===== src/rtl/dmc_pkg.sv =====
// Shared constants and types for the division magic constant generator.
package dmc_pkg;

    localparam int DIVISOR_WIDTH = 31;
    localparam int MULT_WIDTH    = 32;
    localparam int SHIFT_WIDTH   = 5;
    localparam int MAX_SHIFT     = 30;
    localparam int STEP_WIDTH    = 5;

    typedef enum logic [3:0] {
        ST_IDLE  = 4'b0001,
        ST_DIV   = 4'b0010,
        ST_CHECK = 4'b0100,
        ST_DONE  = 4'b1000
    } state_t;

endpackage


===== src/rtl/dmc_if.sv =====
// Valid/ready channel interfaces for divisor requests and constant responses.
interface dmc_req_if;
    logic                                 valid;
    logic                                 ready;
    logic [dmc_pkg::DIVISOR_WIDTH-1:0]    divisor;

    modport source (output valid, output divisor, input ready);
    modport sink   (input valid, input divisor, output ready);
endinterface

interface dmc_rsp_if;
    logic                                 valid;
    logic                                 ready;
    logic [dmc_pkg::MULT_WIDTH-1:0]       multiplier;
    logic [dmc_pkg::SHIFT_WIDTH-1:0]      shift_amount;
    logic                                 invalid;

    modport source (output valid, output multiplier, output shift_amount, output invalid,
                    input ready);
    modport sink   (input valid, input multiplier, input shift_amount, input invalid,
                    output ready);
endinterface


===== src/rtl/division_magic_constant_gen.sv =====
// Top level: iterative generator of the multiplier and shift for signed division by a constant.
// An invalid divisor (zero or a power of two) is answered in the cycle after its transfer.
// A valid divisor is answered once the division and the checks have found the shift s
// (0 to 30); one shared subtract-and-compare unit does both the division steps and the checks.
// Throughput: one divisor at a time; the next is taken once the result has been transferred.
// Reset (rst_n, asynchronous, active low) returns the sequencer to idle with no result pending.
module division_magic_constant_gen (
    input  logic          clk,
    input  logic          rst_n,
    dmc_req_if.sink       req,
    dmc_rsp_if.source     rsp
);

    // The sequencer runs a restoring long division of 2^32 by d, one quotient bit per
    // cycle, keeping the running remainder r = 2^k mod d and the quotient floor(2^k / d).
    // After the first 32 steps it alternates between a check of the condition
    // 2^(s+1) + r >= d and one further division step, which moves on to the next shift.
    // Both the division step and the check use the same subtractor against d.
    // Only the low 32 quotient bits are kept, as only they reach the multiplier.

    dmc_pkg::state_t                        state_reg, state_next;
    logic [dmc_pkg::DIVISOR_WIDTH-1:0]      d_reg;
    logic [dmc_pkg::DIVISOR_WIDTH-1:0]      rem_reg, rem_next;
    logic [dmc_pkg::MULT_WIDTH-1:0]         quot_reg, quot_next;
    logic [dmc_pkg::STEP_WIDTH-1:0]         step_reg, step_next;
    logic [dmc_pkg::SHIFT_WIDTH-1:0]        shift_reg, shift_next;
    logic [dmc_pkg::MULT_WIDTH-1:0]         pow_reg, pow_next;
    logic [dmc_pkg::MULT_WIDTH-1:0]         mult_reg, mult_next;
    logic [dmc_pkg::SHIFT_WIDTH-1:0]        shout_reg, shout_next;
    logic                                   inval_reg, inval_next;

    logic                                   req_fire;
    logic                                   rsp_fire;
    logic                                   bad_divisor;
    logic [dmc_pkg::MULT_WIDTH-1:0]         sub_a;
    logic [dmc_pkg::MULT_WIDTH:0]           sub_diff;
    logic                                   sub_ge;

    assign req.ready = (state_reg == dmc_pkg::ST_IDLE);
    assign req_fire  = req.valid && req.ready;
    assign rsp_fire  = rsp.valid && rsp.ready;

    assign bad_divisor = (req.divisor == '0) ||
                         ((req.divisor & (req.divisor - 1'b1)) == '0);

    // Shared subtract-and-compare unit. The doubled remainder fits in 32 bits because
    // r is below d, which is below 2^31; so does 2^(s+1) + r for s up to 30.
    always_comb
    begin
        if (state_reg == dmc_pkg::ST_CHECK)
        begin
            sub_a = pow_reg + {1'b0, rem_reg};
        end
        else
        begin
            sub_a = {rem_reg, 1'b0};
        end
    end

    assign sub_diff = {1'b0, sub_a} - {2'b00, d_reg};
    assign sub_ge   = ~sub_diff[dmc_pkg::MULT_WIDTH];

    always_comb
    begin
        state_next = state_reg;
        rem_next   = rem_reg;
        quot_next  = quot_reg;
        step_next  = step_reg;
        shift_next = shift_reg;
        pow_next   = pow_reg;
        mult_next  = mult_reg;
        shout_next = shout_reg;
        inval_next = inval_reg;

        unique case (state_reg)
            dmc_pkg::ST_IDLE:
            begin
                if (req_fire)
                begin
                    rem_next   = {{(dmc_pkg::DIVISOR_WIDTH-1){1'b0}}, 1'b1};
                    quot_next  = '0;
                    step_next  = '0;
                    shift_next = '0;
                    pow_next   = {{(dmc_pkg::MULT_WIDTH-2){1'b0}}, 2'b10};
                    mult_next  = '0;
                    shout_next = '0;
                    inval_next = bad_divisor;
                    state_next = bad_divisor ? dmc_pkg::ST_DONE : dmc_pkg::ST_DIV;
                end
            end
            dmc_pkg::ST_DIV:
            begin
                rem_next  = sub_ge ? sub_diff[dmc_pkg::DIVISOR_WIDTH-1:0]
                                   : sub_a[dmc_pkg::DIVISOR_WIDTH-1:0];
                quot_next = {quot_reg[dmc_pkg::MULT_WIDTH-2:0], sub_ge};
                step_next = step_reg + 1'b1;
                if (step_reg == '1)
                begin
                    state_next = dmc_pkg::ST_CHECK;
                end
            end
            dmc_pkg::ST_CHECK:
            begin
                if (sub_ge || (shift_reg == dmc_pkg::SHIFT_WIDTH'(dmc_pkg::MAX_SHIFT)))
                begin
                    mult_next  = quot_reg + 1'b1;
                    shout_next = shift_reg;
                    state_next = dmc_pkg::ST_DONE;
                end
                else
                begin
                    // One more quotient bit takes the dividend to the next power of two.
                    shift_next = shift_reg + 1'b1;
                    pow_next   = {pow_reg[dmc_pkg::MULT_WIDTH-2:0], 1'b0};
                    step_next  = '1;
                    state_next = dmc_pkg::ST_DIV;
                end
            end
            dmc_pkg::ST_DONE:
            begin
                if (rsp_fire)
                begin
                    state_next = dmc_pkg::ST_IDLE;
                end
            end
            default:
            begin
                state_next = dmc_pkg::ST_IDLE;
            end
        endcase
    end

    always_ff @(posedge clk or negedge rst_n)
    begin
        if (!rst_n)
        begin
            state_reg <= dmc_pkg::ST_IDLE;
        end
        else
        begin
            state_reg <= state_next;
        end
    end

    always_ff @(posedge clk)
    begin
        if (req_fire)
        begin
            d_reg <= req.divisor;
        end
        rem_reg   <= rem_next;
        quot_reg  <= quot_next;
        step_reg  <= step_next;
        shift_reg <= shift_next;
        pow_reg   <= pow_next;
        mult_reg  <= mult_next;
        shout_reg <= shout_next;
        inval_reg <= inval_next;
    end

    assign rsp.valid        = (state_reg == dmc_pkg::ST_DONE);
    assign rsp.multiplier   = mult_reg;
    assign rsp.shift_amount = shout_reg;
    assign rsp.invalid      = inval_reg;

`ifndef SYNTHESIS
    // An invalid divisor must come back with zero multiplier and shift.
    a_invalid_zero: assert property (@(posedge clk) disable iff (!rst_n)
        (rsp.valid && rsp.invalid) |-> (rsp.multiplier == '0 && rsp.shift_amount == '0))
        else $error("invalid result carries a non-zero multiplier or shift");

    // The shift never passes its bound.
    a_shift_bound: assert property (@(posedge clk) disable iff (!rst_n)
        rsp.valid |-> (rsp.shift_amount <= dmc_pkg::SHIFT_WIDTH'(dmc_pkg::MAX_SHIFT)))
        else $error("shift amount above its bound");

    // The running remainder stays below the divisor while the division runs.
    a_rem_below_d: assert property (@(posedge clk) disable iff (!rst_n)
        (state_reg == dmc_pkg::ST_DIV || state_reg == dmc_pkg::ST_CHECK) |-> (rem_reg < d_reg))
        else $error("remainder not reduced below the divisor");

    // A transfer in starts work, so no second divisor is taken in the next cycle.
    a_busy_after_req: assert property (@(posedge clk) disable iff (!rst_n)
        req_fire |=> !req.ready)
        else $error("request channel ready while a divisor is in work");
`endif

endmodule

===== src/flat_wrapper.sv =====
// flat-port wrapper written by rule: the top's interface ports become plain ports
module division_magic_constant_gen_flat 
  (clk, rst_n, req_valid, req_divisor, req_ready, rsp_valid, rsp_multiplier, rsp_shift_amount, rsp_invalid, rsp_ready);
  dmc_req_if req_i ();
  dmc_rsp_if rsp_i ();
  input  logic clk;
  input  logic rst_n;
  input wire logic [$bits(req_i.valid)-1:0] req_valid;
  input wire logic [$bits(req_i.divisor)-1:0] req_divisor;
  output wire logic [$bits(req_i.ready)-1:0] req_ready;
  output wire logic [$bits(rsp_i.valid)-1:0] rsp_valid;
  output wire logic [$bits(rsp_i.multiplier)-1:0] rsp_multiplier;
  output wire logic [$bits(rsp_i.shift_amount)-1:0] rsp_shift_amount;
  output wire logic [$bits(rsp_i.invalid)-1:0] rsp_invalid;
  input wire logic [$bits(rsp_i.ready)-1:0] rsp_ready;
  assign req_i.valid = req_valid;
  assign req_i.divisor = req_divisor;
  assign req_ready = req_i.ready;
  assign rsp_valid = rsp_i.valid;
  assign rsp_multiplier = rsp_i.multiplier;
  assign rsp_shift_amount = rsp_i.shift_amount;
  assign rsp_invalid = rsp_i.invalid;
  assign rsp_i.ready = rsp_ready;
  division_magic_constant_gen u_core (.clk(clk), .rst_n(rst_n), .req(req_i), .rsp(rsp_i));
endmodule

===== config.mk =====
export PLATFORM = sky130hd
export DESIGN_NAME = division_magic_constant_gen_flat
export DESIGN_NICKNAME = d
export VERILOG_FILES = /design/src/rtl/dmc_pkg.sv /design/src/rtl/dmc_if.sv /design/src/rtl/division_magic_constant_gen.sv /design/src/flat_wrapper.sv
export SDC_FILE = /design/constraint.sdc
export NUM_CORES = 1
export LEC_CHECK = 0
export ABC_CLOCK_PERIOD_IN_PS = 18900
export BUFFER_PORTS_ARGS = -buffer_cell sky130_fd_sc_hd__clkbuf_2
export CAP_MARGIN = 20
export CORE_MARGIN = 4
export CORE_UTILIZATION = 60
export DETAILED_ROUTE_END_ITERATION = 16
export GPL_TIMING_DRIVEN = 0
export PLACE_DENSITY = 0.75
export SLEW_MARGIN = 20
export SYNTH_ARGS = -nofsm -noshare
export SYNTH_HDL_FRONTEND = slang
export SYNTH_SLANG_ARGS = --single-unit

===== constraint.sdc =====
create_clock -name clk -period 18.9 [get_ports clk]
set_input_delay 3.78 -clock clk [delete_from_list [all_inputs] [get_ports clk]]
set_output_delay 3.78 -clock clk [all_outputs]
set_load 0.005 [all_outputs]

==> impl_metrics.yaml, run 1 <==
status:
  result_of_the_run: "finished, final reports clean"
run:
  drv_cap: 0
routing:
  drc_errors: 0
  wirelength_um: 25310
  route.vias.total: 8778
  postRouteAntennaNets: 0
  drt_first_pass_iters: 5
  drt-vias-per-instance: 6.054
  post_drt_wl_per_cell_um: 17.46
  drt_iter0_markers: 869
clock_network:
  tritoncts.num_buffers: 17
  clock_sink_count: 177
  post-cts-setup-buffers: 0
  postCtsResizedCells: 0
  clk_pin_slew_ns: 0.07
  cts-htree-levels: 4
  clock-root-buffer: "sky130_fd_sc_hd__clkbuf_16"
  tritoncts: "built"
  ctsLongestPathBuffers: 2
  hold_buffers: 0
  clk-insertion-delay-late_ns: 0.44
hold_path:
  timing.hold.worst.class: "flop to flop"
  launch_point_of_the_worst_hold_path: "u_core.state_reg[0]$_DFFE_PN1P_"
  whs_path_depth: 2
  min_to: "u_core.state_reg[0]$_DFFE_PN1P_"
cells_and_area:
  layout-drive-gt1-share: 0.1220
  area_growth_pct: 11.93
  diodes: 0
  register_area_um2: 5296
  multi_input_comb_area_um2: 5599
  fin_area_um2: 12620
  design.final.nets: 1311
  num-fill-cells: 1398
  fin_util: 0.6929
placement:
  gpl.final_weighted_congestion: 0.9321
  port_buffers: 74
  place_hpwl_um: 19010
  placed_area_um2: 12020
global_routing:
  grt.overflow.total: 0
  maximum_number_of_pins_on_one_net_before_global_route_repair: 35
  gr-usage-met2: 0.3437
  first_global_vias: 8064
  gr-usage-met3: 0.03679
  groute.layer.met1.usage: 0.3814
  initial_antenna_violation_count: 0
  grt_usage: 0.2417
  grt_pass1_wl_um: 41300
  global_route_layer_with_the_greatest_usage: "met1"
synthesis:
  ys_dominant_reg_cell: "sky130_fd_sc_hd__edfxtp_1"
  netlist.area_leader.share: 0.4609
  number_of_flops_mapped_to_enable_cells_by_yosys: 173
  postSynthAreaPerCell_um2: 10.14
  synth_fp_nets: 1215
  postSynthCellCount: 1112
  distinct_cell_type_count_after_synthesis: 83
  synthTopCellsByArea: "sky130_fd_sc_hd__edfxtp_1, sky130_fd_sc_hd__ha_1, sky130_fd_sc_hd__and2_1"
  dominant_cell_by_count_in_the_synthesized_netlist: "sky130_fd_sc_hd__edfxtp_1"
  synth-seq-area-share: 0.4699
  post_synthesis_cell_type_with_the_largest_combined_area: "sky130_fd_sc_hd__edfxtp_1"
  synthArstFlopShare: 0.02260
  ffs_latches_synth: 177
  synth.yosys.warnings: 0
  syn_area_um2: 11270
  synth.top_cells.by_count: "sky130_fd_sc_hd__edfxtp_1, sky130_fd_sc_hd__nand2_1, sky130_fd_sc_hd__nor2_1"
setup_path:
  ff2ff_path_depth: 19
  critical_path_arrival_ns: 6.63
  rrSetupSlack_ns: 12.41
  timing.critical_path.required_ns: 19.04
  reg2reg_from: "u_core.pow_reg[1]$_SDFFCE_PN1P_"
  path_max_fanout: 23
  critical_path.reg2reg.endpoint: "u_core.pow_reg[15]$_SDFFCE_PN0P_"
  start_kind: "flop"
  criticalPathCategory: "flop to flop"
  end_kind: "flop"
timing:
  setup-violations-final: 0
  max_freq_mhz: 154.2
  slew_headroom: 0.5232
  min_period_ns: 6.487
  final_min_period_over_clock_period: 0.3432
  totalNegativeSetupSlack_ns: 0
  tightestPinTransition_ns: 0.7053
  fin_worst_skew_ns: 0.01300
  final_hold_viol_count: 0
  timing.final.max_slew_violations: 0
  setup_repair_after_global_routing_missed_its_margin: "false"
  timing.hold.ws_ns: 0.5604
pwr:
  pwr_density_cell_nw_per_um2: 153.6
  max-vdd-ir-drop_v: 0.00008906
  finalPower_uw: 1938
  leakage_uw: 0.004969
floorplanning:
  standard_cell_row_count: 49
  floorplan.initialDensity: 0.6190
  die_area_um2: 21040
  coreArea_um2: 18210
  fp.dieW_um: 145.1
  num_io_pins: 75
  dieHeight_um: 145.1
==> layer usage <==
metal | wire (um) | part of all wire
met5 | 0 | 0
met4 | 614 | 0.024
met3 | 1829 | 0.072
met2 | 10440 | 0.41
met1 | 12430 | 0.49
==> kinds of logic (layout without fill, tap and decap cells) <==
logic type,Yosys count,after routing,synth area share
simple gates,420,420,0.1884
compound gates,273,273,0.1681
flops,177,177,0.4699
buf+inv,96,205,0.03519
fa+ha+maj,69,69,0.07770
xor+xnor,69,69,0.05361
mux,8,8,0.007215
==> critical path, stage by stage, from the launching register on <==
cell                        delay [ns]
sky130_fd_sc_hd__edfxtp_1         0.47
sky130_fd_sc_hd__ha_1             0.29
sky130_fd_sc_hd__fa_1             0.46
sky130_fd_sc_hd__a211oi_2         0.26
sky130_fd_sc_hd__o21ai_1          0.14
sky130_fd_sc_hd__o211ai_1         0.47
sky130_fd_sc_hd__nand3b_1         0.23
sky130_fd_sc_hd__a311oi_1         0.35
sky130_fd_sc_hd__xor2_1           0.14
sky130_fd_sc_hd__o21ai_0          0.32
sky130_fd_sc_hd__ha_1             0.37
sky130_fd_sc_hd__a21o_1           0.20
sky130_fd_sc_hd__a21o_1           0.17
sky130_fd_sc_hd__a21oi_1          0.24
sky130_fd_sc_hd__inv_1            0.16
sky130_fd_sc_hd__o41ai_4          0.55
sky130_fd_sc_hd__a2bb2oi_4        0.30
sky130_fd_sc_hd__nand3_1          0.24
sky130_fd_sc_hd__a21boi_4         0.56
sky130_fd_sc_hd__buf_16           0.24
==> how the worst max path moves through the flow <==
stage,startpoint,end,slack (ns),cells past startpoint
after floorplan,u_core.pow_reg[1]$_SDFFCE_PN1P_,u_core.pow_reg[10]$_SDFFCE_PN0P_,11.45,18
after global placement,u_core.pow_reg[1]$_SDFFCE_PN1P_,u_core.pow_reg[2]$_SDFFCE_PN0P_,9.34,18
after detailed placement,u_core.pow_reg[1]$_SDFFCE_PN1P_,u_core.pow_reg[2]$_SDFFCE_PN0P_,12.52,19
after CTS,u_core.pow_reg[1]$_SDFFCE_PN1P_,u_core.pow_reg[15]$_SDFFCE_PN0P_,12.49,19
after global routing,u_core.pow_reg[1]$_SDFFCE_PN1P_,u_core.pow_reg[15]$_SDFFCE_PN0P_,12.05,19
final,u_core.pow_reg[1]$_SDFFCE_PN1P_,u_core.pow_reg[15]$_SDFFCE_PN0P_,12.41,19
==> layout make-up <==
type,instances,share of cell area
tap,229,0.02271
clock inverter,14,0.01359
multi-input combinational,839,0.4438
sequential,177,0.4198
timing repair buffer,77,0.03471
inverter,58,0.01726
buffer,38,0.01418
clock buffer,18,0.03401
==> per-stage QoR <==
step | setup slack [ns] | instances
CTS | 12.49 | 1450
global placement | 9.337 | 1415
finish | 12.41 | 1450
floorplan | 11.45 | 1112
global route | 12.05 | 1450
detailed placement | 12.52 | 1418
==> where the power goes <==
| group | switching, uW | internal (uW) |
|---|---|---|
| clock | 164 | 189 |
| combinational | 569 | 361 |
| sequential | 71.6 | 583 |
| total | 805 | 1130 |
==> layout by cell type, fill, tap and decap left out, types with 7 or more instances in the layout <==
master / instances
sky130_fd_sc_hd__a211oi_1: 14
sky130_fd_sc_hd__a21o_1: 25
sky130_fd_sc_hd__a21oi_1: 69
sky130_fd_sc_hd__a31oi_1: 8
sky130_fd_sc_hd__and2_1: 68
sky130_fd_sc_hd__and3_1: 9
sky130_fd_sc_hd__buf_2: 7
sky130_fd_sc_hd__clkbuf_1: 29
sky130_fd_sc_hd__clkbuf_16: 17
sky130_fd_sc_hd__clkbuf_2: 74
sky130_fd_sc_hd__edfxtp_1: 173
sky130_fd_sc_hd__ha_1: 66
sky130_fd_sc_hd__inv_1: 56
sky130_fd_sc_hd__mux2i_1: 7
sky130_fd_sc_hd__nand2_1: 104
sky130_fd_sc_hd__nand2b_1: 7
sky130_fd_sc_hd__nand3_1: 35
sky130_fd_sc_hd__nand4_1: 13
sky130_fd_sc_hd__nor2_1: 96
sky130_fd_sc_hd__nor3_1: 28
sky130_fd_sc_hd__nor4_1: 8
sky130_fd_sc_hd__o21a_1: 10
sky130_fd_sc_hd__o21ai_0: 51
sky130_fd_sc_hd__o21ai_1: 7
sky130_fd_sc_hd__o21bai_1: 12
sky130_fd_sc_hd__o31ai_1: 10
sky130_fd_sc_hd__or3_1: 15
sky130_fd_sc_hd__xnor2_1: 38
sky130_fd_sc_hd__xor2_1: 31
Note: power is estimated with default switching activity, not from simulation.
==> run 2, diff against run 1 <==
ABC_CLOCK_PERIOD_IN_PS = 6150   (was 18900)
clock period = 6.15 ns   (was 18.9 ns; I/O delays follow)
==> impl_metrics.yaml, run 2 (synthesis gave the netlist of run 1 again) <==
pwr:
  seqPwrFrac: 0.338
  pwr_density_cell_nw_per_um2: 471.1
  clockPowerShare: 0.176
  netSwitchingPower_uw: 2499
  max-vdd-ir-drop_v: 0.0002374
  leakage_uw: 0.004977
  pwr-share-comb: 0.485
  internal-power_uw: 3451
  sw_frac_of_total: 0.4200
clock_network:
  clock-root-buffer: "sky130_fd_sc_hd__clkbuf_16"
  clk_pin_slew_ns: 0.07
  clock_sink_count: 177
  tritoncts.num_buffers: 17
  cts-htree-levels: 4
  ctsLongestPathBuffers: 2
  tritoncts: "built"
  clk-insertion-delay-late_ns: 0.44
  hold_buffers: 0
routing:
  drc_errors: 0
  postRouteAntennaNets: 0
  drt_iter0_markers: 977
  drt-vias-per-instance: 6.089
  post_drt_wl_per_cell_um: 17.85
  wirelength_um: 25970
  drt_first_pass_iters: 6
  route.vias.total: 8859
timing:
  totalNegativeSetupSlack_ns: 0
  fin_worst_skew_ns: 0.01218
  tightestPinTransition_ns: 0.7400
  timing.final.max_slew_violations: 0
  max_freq_mhz: 170.3
  final_min_period_over_clock_period: 0.9545
  finalWorstSetupSlack_ns: 0.2795
  setup_repair_after_global_routing_missed_its_margin: "false"
  setup-violations-final: 0
  final_hold_viol_count: 0
  min_period_ns: 5.870
  slew_headroom: 0.5067
setup_path:
  timing.critical_path.required_ns: 6.29
  path_max_fanout: 23
  delay_contributed_by_the_slowest_stage_of_the_critical_path_ns: 0.47
  start_kind: "flop"
  critical_path_buf_inv_count: 3
  timing.critical_path.slowest_stage_cell: "sky130_fd_sc_hd__edfxtp_1"
  cp_top_family: "compound AO/OA/AOI/OAI gates"
  end_kind: "flop"
  criticalPathCategory: "flop to flop"
  crit_chain: "ha_1, fa_1, a211oi_2, o21ai_1, o211ai_1, nand3b_1, a311oi_1, xor2_1, o21ai_0, ha_1, a21o_1, a21o_1, a21oi_1, inv_1, o41ai_4, buf_4, a2bb2oi_4, nand3_1, a21boi_4, buf_16"
  critical_path_arrival_ns: 6.01
global_routing:
  grt_usage: 0.2416
  first_global_vias: 8088
  initial_antenna_violation_count: 0
  maximum_number_of_pins_on_one_net_before_global_route_repair: 46
  grt_pass1_wl_um: 41450
  grt.overflow.total: 0
cells_and_area:
  fin_area_um2: 12630
  design.final.nets: 1316
  area_growth_pct: 12.03
  most_frequent_cells_in_the_layout: "sky130_fd_sc_hd__edfxtp_1, sky130_fd_sc_hd__nand2_1, sky130_fd_sc_hd__nor2_1"
  layout_commonest_cell: "sky130_fd_sc_hd__edfxtp_1"
  layout-drive-gt1-share: 0.1264
  diodes: 0
placement:
  placement.setup.worst_slack_ns: -0.2536
  gpl.final_weighted_congestion: 0.9314
  port_buffers: 74
  place_hpwl_um: 19310
  placed_area_um2: 12020
run:
  drv_cap: 0
floorplanning:
  dieHeight_um: 145.1
  floorplan.initialDensity: 0.6190
  num_io_pins: 75
  die_area_um2: 21040
  fp.dieW_um: 145.1
  standard_cell_row_count: 49
  coreArea_um2: 18210
status:
  result_of_the_run: "finished, final reports clean"
hold_path:
  timing.hold.worst.class: "flop to flop"
run 2: path summary, 6_finish.rpt:
path / startpoint / end / slack, ns / depth (start not counted)
hold reg to reg: u_core.state_reg[0]$_DFFE_PN1P_ / u_core.state_reg[0]$_DFFE_PN1P_ / 0.54 / 2
setup reg to reg: u_core.pow_reg[1]$_SDFFCE_PN1P_ / u_core.pow_reg[5]$_SDFFCE_PN0P_ / 0.28 / 20
hold / removal: u_core.state_reg[0]$_DFFE_PN1P_ / u_core.state_reg[0]$_DFFE_PN1P_ / 0.54 / 2
setup / recovery: u_core.pow_reg[1]$_SDFFCE_PN1P_ / u_core.pow_reg[5]$_SDFFCE_PN0P_ / 0.28 / 20
min in group asynchronous: rst_n / u_core.state_reg[3]$_DFFE_PN0P_ / 0.58 / 1
max in group asynchronous: rst_n / u_core.state_reg[0]$_DFFE_PN1P_ / 5.36 / 1
run 2: through the flow:
stage	utilization	power (uW)	cells	hold WS, ns
global placement	0.6553	4728	1415	0.5344
floorplan	-	4094	1112	0.5027
finish	0.6935	5949	1455	0.5357
CTS	0.6925	5893	1453	0.5343
global route	0.6935	6328	1455	0.5781
detailed placement	0.6599	4811	1418	0.5225
run 2: what timing repair did:
action	CTS	global route
gates resized for setup	0	2
setup buffers	3	2
pin swaps	1	2
endpoints found under the setup margin	41	105
gates cloned	0	0
run 2: per-layer routing:
metal	global-route usage	up-vias	wire length, um
li1	-	4323	-
met1	0.3732	4125	12590
met2	0.3559	378	11030
met3	0.03898	33	1954
met4	0.06600	0	399
met5	0	-	0
run 2: worst min-delay path, stage by stage, from the launching register on:
cell and delay, ns:
sky130_fd_sc_hd__dfstp_2 0.39, sky130_fd_sc_hd__nor2_1 0.10, sky130_fd_sc_hd__nor2_1 0.04
run 2: power by group through the flow:
stage | combinational, uW | sequential (uW) | clock, uW
2_1_floorplan | 2120 | 1980 | 0
3_3_place_gp | 2680 | 2050 | 0
3_5_place_dp | 2780 | 2030 | 0
4_1_cts | 2830 | 2010 | 1060
5_1_grt | 3170 | 2050 | 1110
6_report | 2890 | 2010 | 1050
run 2: layout make-up:
type | instances | area [um2]
plain buffers | 38 | 178.9
clock buffers | 18 | 429.2
clock inverters | 14 | 141.4
fillers | 1397 | 5580
inverters | 58 | 217.7
multi-input cells | 839 | 5603
flip-flops and latches | 177 | 5296
well taps | 229 | 286.5
repair buffers | 82 | 475.5
==> run 3, diff against run 2 <==
ABC_CLOCK_PERIOD_IN_PS = 7000   (was 6150)
TNS_END_PERCENT = 100   (was default)
clock period = 7 ns   (was 6.15 ns; I/O delays follow)
==> impl_metrics.yaml, run 3 (synthesis gave the netlist of run 1 again) <==
cells_and_area:
  final-instance-count-excl-fill: 1450
  area_growth_pct: 11.97
  diodes: 0
  layout_commonest_cell: "sky130_fd_sc_hd__edfxtp_1"
  layout-drive-gt1-share: 0.1237
  design.final.nets: 1311
  num-fill-cells: 1406
  most_frequent_cells_in_the_layout: "sky130_fd_sc_hd__edfxtp_1, sky130_fd_sc_hd__nand2_1, sky130_fd_sc_hd__nor2_1"
  fin_area_um2: 12620
floorplanning:
  coreArea_um2: 18210
  die_area_um2: 21040
  standard_cell_row_count: 49
  dieHeight_um: 145.1
  floorplan.initialDensity: 0.6190
  num_io_pins: 75
  fp.dieW_um: 145.1
clock_network:
  postCtsResizedCells: 0
  hold_buffers: 0
  tritoncts.num_buffers: 17
  tritoncts: "built"
  clock_sink_count: 177
  cts-htree-levels: 4
  clock-root-buffer: "sky130_fd_sc_hd__clkbuf_16"
  ctsLongestPathBuffers: 2
  clk_pin_slew_ns: 0.07
  clk-insertion-delay-late_ns: 0.44
  post-cts-setup-buffers: 0
placement:
  placedCellCount: 1418
  placed_area_um2: 12020
  gpl.final_weighted_congestion: 0.9354
  port_buffers: 74
  placement.setup.worst_slack_ns: 0.6124
  place_hpwl_um: 19250
global_routing:
  gr-usage-met3: 0.04241
  grt_pass1_wl_um: 41720
  gr-usage-met2: 0.3554
  initial_antenna_violation_count: 0
  groute.layer.met1.usage: 0.3783
  first_global_vias: 8006
  grt_usage: 0.2441
  maximum_number_of_pins_on_one_net_before_global_route_repair: 35
  global_route_layer_with_the_greatest_usage: "met1"
  grt.overflow.total: 0
setup_path:
  criticalPathCategory: "flop to flop"
  ff2ff_path_depth: 19
  delay_contributed_by_the_slowest_stage_of_the_critical_path_ns: 0.57
  rrSetupSlack_ns: 0.47
  critical_path_arrival_ns: 6.66
  path_max_fanout: 23
  timing.critical_path.slowest_stage_cell: "sky130_fd_sc_hd__a21boi_4"
  worstSetupEndpoint: "u_core.pow_reg[18]$_SDFFCE_PN0P_"
  end_kind: "flop"
  start_kind: "flop"
  critical_path.reg2reg.endpoint: "u_core.pow_reg[18]$_SDFFCE_PN0P_"
  crit_chain: "ha_1, fa_1, a211oi_2, o21ai_1, o211ai_1, nand3b_1, a311oi_1, xor2_1, o21ai_0, ha_1, a21o_1, a21o_1, a21oi_1, inv_1, o41ai_4, a2bb2oi_4, nand3_1, a21boi_4, buf_16"
  reg2reg_from: "u_core.pow_reg[1]$_SDFFCE_PN1P_"
  timing.critical_path.required_ns: 7.13
  cp-startpoint: "u_core.pow_reg[1]$_SDFFCE_PN1P_"
routing:
  route.vias.total: 8753
  wirelength_um: 25580
  drt_iter0_markers: 957
  drc_errors: 0
  drt-vias-per-instance: 6.037
  post_drt_wl_per_cell_um: 17.64
  postRouteAntennaNets: 0
  drt_first_pass_iters: 6
pwr:
  netSwitchingPower_uw: 2200
  max-vdd-ir-drop_v: 0.0001997
  leakage_uw: 0.004972
  sw_frac_of_total: 0.4205
  clockPowerShare: 0.182
  seqPwrFrac: 0.338
  pwr-share-comb: 0.479
  internal-power_uw: 3032
  pwr_density_cell_nw_per_um2: 414.6
  finalPower_uw: 5232
timing:
  timing.final.max_slew_violations: 0
  slew_headroom: 0.4857
  setup-violations-final: 0
  fin_worst_skew_ns: 0.01336
  final_min_period_over_clock_period: 0.9323
  setup_repair_after_global_routing_missed_its_margin: "false"
  finalWorstSetupSlack_ns: 0.4740
  min_period_ns: 6.526
  final_hold_viol_count: 0
  timing.hold.ws_ns: 0.5382
  max_freq_mhz: 153.2
  tightestPinTransition_ns: 0.7656
run:
  drv_cap: 0
hold_path:
  timing.hold.worst.class: "flop to flop"
status:
  result_of_the_run: "finished, final reports clean"
==> run 3: cell count changes in the layout (fill, tap and decap cells not counted), sizes merged <==
| cell | previous run | this run |
|---|---|---|
| clkbuf | 120 | 119 |
| inv | 65 | 67 |
| buf | 18 | 13 |
| clkinvlp | 1 | 0 |
==> run 3: worst min-delay path by stage <==
stage | from | endpoint | cells past startpoint
5_1_grt | u_core.state_reg[0]$_DFFE_PN1P_ | u_core.state_reg[0]$_DFFE_PN1P_ | 2
2_1_floorplan | u_core.state_reg[0]$_DFFE_PN1P_ | u_core.state_reg[0]$_DFFE_PN1P_ | 2
6_report | u_core.state_reg[0]$_DFFE_PN1P_ | u_core.state_reg[0]$_DFFE_PN1P_ | 2
3_3_place_gp | u_core.state_reg[0]$_DFFE_PN1P_ | u_core.state_reg[0]$_DFFE_PN1P_ | 2
4_1_cts | u_core.state_reg[0]$_DFFE_PN1P_ | u_core.state_reg[0]$_DFFE_PN1P_ | 2
3_5_place_dp | u_core.state_reg[0]$_DFFE_PN1P_ | u_core.state_reg[0]$_DFFE_PN1P_ | 2
==> run 3: worst max-delay path, delay by kind of cell, from the launching register on <==
family                   cells  cell delay (ns)
AO/OA/AOI/OAI               11             3.58
adder cells (fa/ha/maj)      3             1.12
AND/OR/NAND/NOR              2             0.48
flip-flops                   1             0.46
buffers and inverters        2             0.41
XOR/XNOR                     1             0.13
==> run 3: layer usage <==
| layer | part of all wire | up-vias |
|---|---|---|
| li1 | - | 4307 |
| met1 | 0.49 | 4062 |
| met2 | 0.43 | 363 |
| met3 | 0.074 | 21 |
| met4 | 0.015 | 0 |
| met5 | 0 | - |
==> run 3: area by class of cell <==
cell class	instances	area [um2]	share of cell area
Inverter	58	217.7	0.01725
Sequential cell	177	5296	0.4196
Clock buffer	17	425.4	0.03371
Buffer	38	178.9	0.01418
Timing Repair Buffer	77	437.9	0.03470
Tap cell	229	286.5	0.02270
Multi-Input combinational cell	839	5599	0.4436
Clock inverter	15	178.9	0.01418
==> run 3: power groups by stage <==
stage	combinational, uW	sequential (uW)	clock, uW
2_1_floorplan	1860	1740	0
3_3_place_gp	2350	1800	0
3_5_place_dp	2450	1780	0
4_1_cts	2470	1760	971
5_1_grt	2780	1800	1020
6_report	2510	1770	955
==> run 3: through the flow <==
step | TNS, ns | util
3_3_place_gp | -42.24 | 0.6551
6_report | 0 | 0.6931
3_5_place_dp | 0 | 0.6599
5_1_grt | 0 | 0.6931
4_1_cts | 0 | 0.6931
2_1_floorplan | 0 | -
